[config.mk]
export PLATFORM = sky130hd
export DESIGN_NAME = pms_cell
export DESIGN_NICKNAME = d
export VERILOG_FILES = /design/src/hdl/pms_pkg.sv /design/src/hdl/pms_cell.sv
export SDC_FILE = /design/constraint.sdc
export NUM_CORES = 1
export LEC_CHECK = 0
export ABC_CLOCK_PERIOD_IN_PS = 5200
export BUFFER_PORTS_ARGS = -buffer_cell sky130_fd_sc_hd__buf_4
export CAP_MARGIN = 20
export CORE_UTILIZATION = 50
export CTS_CLUSTER_DIAMETER = 80
export DETAILED_ROUTE_END_ITERATION = 6
export PLACE_DENSITY = 0.68
export SYNTH_ARGS = -nofsm -noshare
export SYNTH_HDL_FRONTEND = slang
export SYNTH_SLANG_ARGS = --single-unit
export TNS_END_PERCENT = 100
[constraint.sdc]
create_clock -name aclk -period 5.2 [get_ports aclk]
set_clock_uncertainty 0.15 [all_clocks]
set_input_delay 0.26 -clock aclk [delete_from_list [all_inputs] [get_ports aclk]]
set_output_delay 0.26 -clock aclk [all_outputs]
set_load 0.1 [all_outputs]
[src/hdl/pms_pkg.sv]
// Package with the shared constants and types of the minimum spanning tree block.
`timescale 1ns / 1ps
package pms_pkg;

    localparam int MAX_VERTICES = 16;
    localparam int WEIGHT_BITS  = 16;
    localparam int VIDX_W       = $clog2(MAX_VERTICES);
    localparam int VCNT_W       = $clog2(MAX_VERTICES + 1);
    localparam int KEY_W        = WEIGHT_BITS + 1;
    localparam logic [KEY_W-1:0] KEY_INF = KEY_W'(1) << WEIGHT_BITS;

    // Cycles for a candidate to ripple from the first cell to the tail register.
    localparam int SETTLE = MAX_VERTICES + 1;
    localparam int CNT_W  = $clog2(SETTLE + 1);

    // Commands broadcast from the controller to every cell.
    typedef struct packed {
        logic                   clear;
        logic                   wr_en;
        logic [VIDX_W-1:0]      wr_a;
        logic [VIDX_W-1:0]      wr_b;
        logic [WEIGHT_BITS-1:0] wr_w;
        logic                   upd;
        logic [VIDX_W-1:0]      sel_u;
        logic [VCNT_W-1:0]      n;
    } ctrl_t;

    // Best candidate seen so far along the chain.
    typedef struct packed {
        logic [KEY_W-1:0]  key;
        logic [VIDX_W-1:0] idx;
    } cand_t;

    // Per-vertex result state read out during emission.
    typedef struct packed {
        logic              visited;
        logic [KEY_W-1:0]  key;
        logic [VIDX_W-1:0] parent;
    } status_t;

endpackage

[src/hdl/pms_cell.sv]
// One vertex cell: its adjacency column, key, parent and a stage of the min chain.
`timescale 1ns / 1ps
module pms_cell (
    input  logic                      aclk,
    input  logic                      aresetn,
    input  logic [pms_pkg::VIDX_W-1:0] cell_idx,
    input  pms_pkg::ctrl_t            ctrl,
    input  pms_pkg::cand_t            cand_in,
    output pms_pkg::cand_t            cand_out,
    output pms_pkg::status_t          status
);
    import pms_pkg::*;

    logic [WEIGHT_BITS-1:0] col_reg [MAX_VERTICES];
    logic [MAX_VERTICES-1:0] colv_reg;
    logic                   visited_reg;
    logic [KEY_W-1:0]       key_reg;
    logic [VIDX_W-1:0]      parent_reg;
    cand_t                  cand_reg;

    logic [WEIGHT_BITS-1:0] adj_u;
    logic                   active;

    // Weight toward the vertex chosen this round; an entry never written reads zero.
    assign adj_u  = colv_reg[ctrl.sel_u] ? col_reg[ctrl.sel_u] : '0;
    assign active = ({{(32-VIDX_W){1'b0}}, cell_idx} < 32'(ctrl.n)) && !visited_reg;

    always_ff @(posedge aclk) begin
        if (ctrl.wr_en && cell_idx == ctrl.wr_b) begin
            col_reg[ctrl.wr_a] <= ctrl.wr_w;
        end else if (ctrl.wr_en && cell_idx == ctrl.wr_a) begin
            col_reg[ctrl.wr_b] <= ctrl.wr_w;
        end
    end

    always_ff @(posedge aclk) begin
        if (!aresetn || ctrl.clear) begin
            colv_reg    <= '0;
            visited_reg <= 1'b0;
            key_reg     <= (cell_idx == '0) ? '0 : KEY_INF;
            parent_reg  <= '0;
            cand_reg    <= '{key: KEY_INF, idx: '0};
        end else begin
            if (ctrl.wr_en && cell_idx == ctrl.wr_b) begin
                colv_reg[ctrl.wr_a] <= 1'b1;
            end else if (ctrl.wr_en && cell_idx == ctrl.wr_a) begin
                colv_reg[ctrl.wr_b] <= 1'b1;
            end
            if (ctrl.upd) begin
                if (cell_idx == ctrl.sel_u) begin
                    visited_reg <= 1'b1;
                end else if (active && adj_u != '0 && {1'b0, adj_u} < key_reg) begin
                    key_reg    <= {1'b0, adj_u};
                    parent_reg <= ctrl.sel_u;
                end
            end
            // Strict compare keeps the lower index from upstream on a tie.
            if (active && key_reg < cand_in.key) begin
                cand_reg <= '{key: key_reg, idx: cell_idx};
            end else begin
                cand_reg <= cand_in;
            end
        end
    end

    assign cand_out = cand_reg;
    assign status   = '{visited: visited_reg, key: key_reg, parent: parent_reg};

endmodule

==> impl_metrics.tcl <==
set metrics [dict create \
    reg2reg_from "col_reg[2][10]" \
    io_pins 106 \
    drtAntennaViolNets 0 \
    p_leak_nw 5.84 \
    die_h_um 164 \
    cts.sinks 315 \
    ys_ff_latch 315 \
    synth_warnings 0 \
    fmax_mhz 233 \
    setup_slack_ps 910 \
    final_max_slew_viol_count 0 \
    rsz0062_at_grt "no" \
    startpoint_type "input pin" \
    finalNetCount 1063 \
    synthFlopType "edfxtp_1" \
    finalPower_mw 5.31 \
    comb_power_share_pct 9.7 \
    routed_wl_um 29200 \
    critPathMaxFanout 12 \
    pwr-share-seq_pct 52.5 \
    row_count 58 \
    synth_cell_types 46 \
    num_antenna_cells 0 \
    via_count 7455 \
    finalSetupViolCount 0 \
    reg2reg_depth 12 \
    period_share_pct 82.5 \
    status "finished, final reports clean" \
    tns_ps 0 \
    min_period_ps 4290 \
    r2r-end "key_reg[2]" \
    p_clk_share_pct 37.8 \
    grt_pass1_vias 7475 \
    post-place-cells 1212 \
    overflow 0 \
    worstSetupPathType "input pin to flip-flop" \
    synth_top_area_share_pct 62.4 \
    fin_area_sq_mm 0.0159 \
    min_from "ctrl[33]" \
    die_area_sq_mm 0.0269 \
    hpwl_um 17900 \
    syn_avg_cell_area_sq_um 16.7 \
    cts_tree "yes" \
    stdcell_count 1321 \
    intPower_mw 4.08 \
    clk_pin_slew_ps 60 \
    cp.arrival_ps 4400 \
    grt_pass1_wl_um 44200 \
    dr.pass1.iters 5 \
    place_ws_ps 583 \
    final_util_pct 62.3 \
    drc 0 \
    gp_routability_congestion 0.834 \
    insertion_delay_ps 570 \
    antenna_found_initial 0 \
    synth_area_sq_mm 0.0131 \
    peakVddDrop_v 0.000274 \
    largest_register_ffs 256 \
    syn_inst 787 \
    worst_setup_path_end_kind "flip-flop" \
    holdCritPathClass "input pin to flip-flop" \
    whs_ps 68.1 \
    synthTopCellsByArea "edfxtp_1, mux4_2, dfxtp_1" \
    yosysSeqAreaShare_pct 68.8 \
    hold_end "colv_reg[4]" \
    max-slew-margin-rel_pct 28.8 \
    hold_viol 0 \
    first_iter_violations 548 \
    cp.required_ps 5310 \
    p_sw_share_pct 23.1 \
    reg2reg_setup_slack_ps 1130 \
    cts.repair.resized 0 \
    yosys.area.top_type "edfxtp_1" \
    p_per_area_mw_per_mm2 335 \
    dieWidth_um 164 \
    tightestPinTransition_ps 1060 \
    min_path_cells 4 \
    gr-usage-all-layers_pct 22.5 \
    cts_buffer_depth 3 \
    maxCapViolations 0 \
    syn-num-nets 884 \
    initial_core_util_pct 51.6 \
    cts_buffers 31 \
    wl_per_cell_um 22.1 \
    cts_max_level 1 \
    async_flop_share_pct 0 \
    port_buffers 105 \
    grt_start_max_net_pins 38 \
    vias_per_cell 5.64 \
    synth_edf_count 273 \
    p_sw_mw 1.22 \
    cts_root_buf "clkbuf_16" \
    synthToLayoutAreaGrowth_pct 20.6 \
    coreArea_sq_mm 0.0255 \
    drive_above_1_share_pct 26.7 \
    placedInstanceArea_sq_mm 0.0144 \
]
==> how the worst max path moves through the flow <==
| stage | from | end | slack (ps) | cells after the start |
|---|---|---|---|---|
| 2_1_floorplan | ctrl[7] | key_reg[0] | 1090 | 14 |
| 3_3_place_gp | ctrl[5] | key_reg[0] | 690 | 15 |
| 3_5_place_dp | ctrl[5] | key_reg[0] | 580 | 15 |
| 4_1_cts | ctrl[8] | key_reg[2] | 920 | 14 |
| 5_1_grt | ctrl[6] | key_reg[2] | 630 | 15 |
| 6_report | ctrl[8] | key_reg[2] | 910 | 14 |
==> cells in the final DEF, fill, tap and decap left out, drive strengths merged, types with 3 or more instances in the layout <==
master / instances
nand2b: 5
nor2: 113
mux2i: 23
xnor2: 4
o21a: 4
nor4: 3
ha: 34
inv: 41
xor2: 8
nand4: 6
nor2b: 6
edfxtp: 273
dlygate4sd3: 51
nand3: 8
a31oi: 4
and3: 3
o21ai: 8
a21oi: 12
a21o: 12
clkbuf: 40
nor3: 8
mux4: 68
a22o: 32
dfxtp: 42
nand2: 12
clkinv: 17
buf: 137
o211ai: 3
==> power groups by stage <==
stage,registers [mW],clock network [mW],logic [mW]
2_1_floorplan,2.94,0,0.219
3_3_place_gp,2.84,0,0.477
3_5_place_dp,2.84,0,0.481
4_1_cts,2.79,2.04,0.515
5_1_grt,2.79,2.14,0.551
6_report,2.79,2.01,0.514
==> worst max-delay path, cell delays in order <==
cell	delay (ps)
dlygate4sd3_1	540
buf_4	180
nor2_1	820
a22o_1	280
nor2_1	100
nor2_1	100
ha_1	240
a21o_1	150
a21o_1	170
a2111oi_0	470
o211ai_1	160
a311o_2	420
nand2_1	230
buf_4	260
==> Yosys cell counts, drive strengths merged, types with 5 or more instances <==
cell    instances
xor2            8
edfxtp        273
o21ai           8
nand4           6
nor2          113
clkbuf         22
nand3           8
nor3            8
a21o           12
inv            40
nor2b           6
mux2i          23
nand2b          5
nand2          12
buf            20
a22o           32
ha             34
dfxtp          42
a21oi          12
mux4           68
==> metal layers <==
layer  part of all wire, %  GRT usage, %  wire [um]  up-vias
li1                      -             -          -     3409
met1                    44          31.2      12900     3734
met2                    47          37.2      13800      273
met3                   6.7          3.76       1950       39
met4                   1.9          5.35        565        0
met5                     0             0          0        -
==> cells by family after synthesis <==
kind of cell,after synthesis,synth area share (%)
fa+ha+maj,34,3.24
simple gates,166,5.55
xor+xnor,12,0.799
buf+inv,82,2.96
flops,315,68.8
mux,92,13.7
compound gates,86,4.96
==> cell type report <==
| class | count | area (sq um) |
|---|---|---|
| clock buffers | 40 | 820 |
| clock inverters | 18 | 93.8 |
| fillers | 1851 | 9620 |
| inverters | 40 | 150 |
| multi-input cells | 390 | 3760 |
| flip-flops and latches | 315 | 9040 |
| well taps | 330 | 413 |
| repair buffers | 188 | 1580 |
==> what timing repair did <==
action | CTS | global route
setup endpoints to repair | 0 | 0
endpoints found under the hold margin | 283 | 0
buffers inserted | 0 | 0
hold buffers | 51 | 0
No activity file was read; power rests on OpenSTA's default activity.
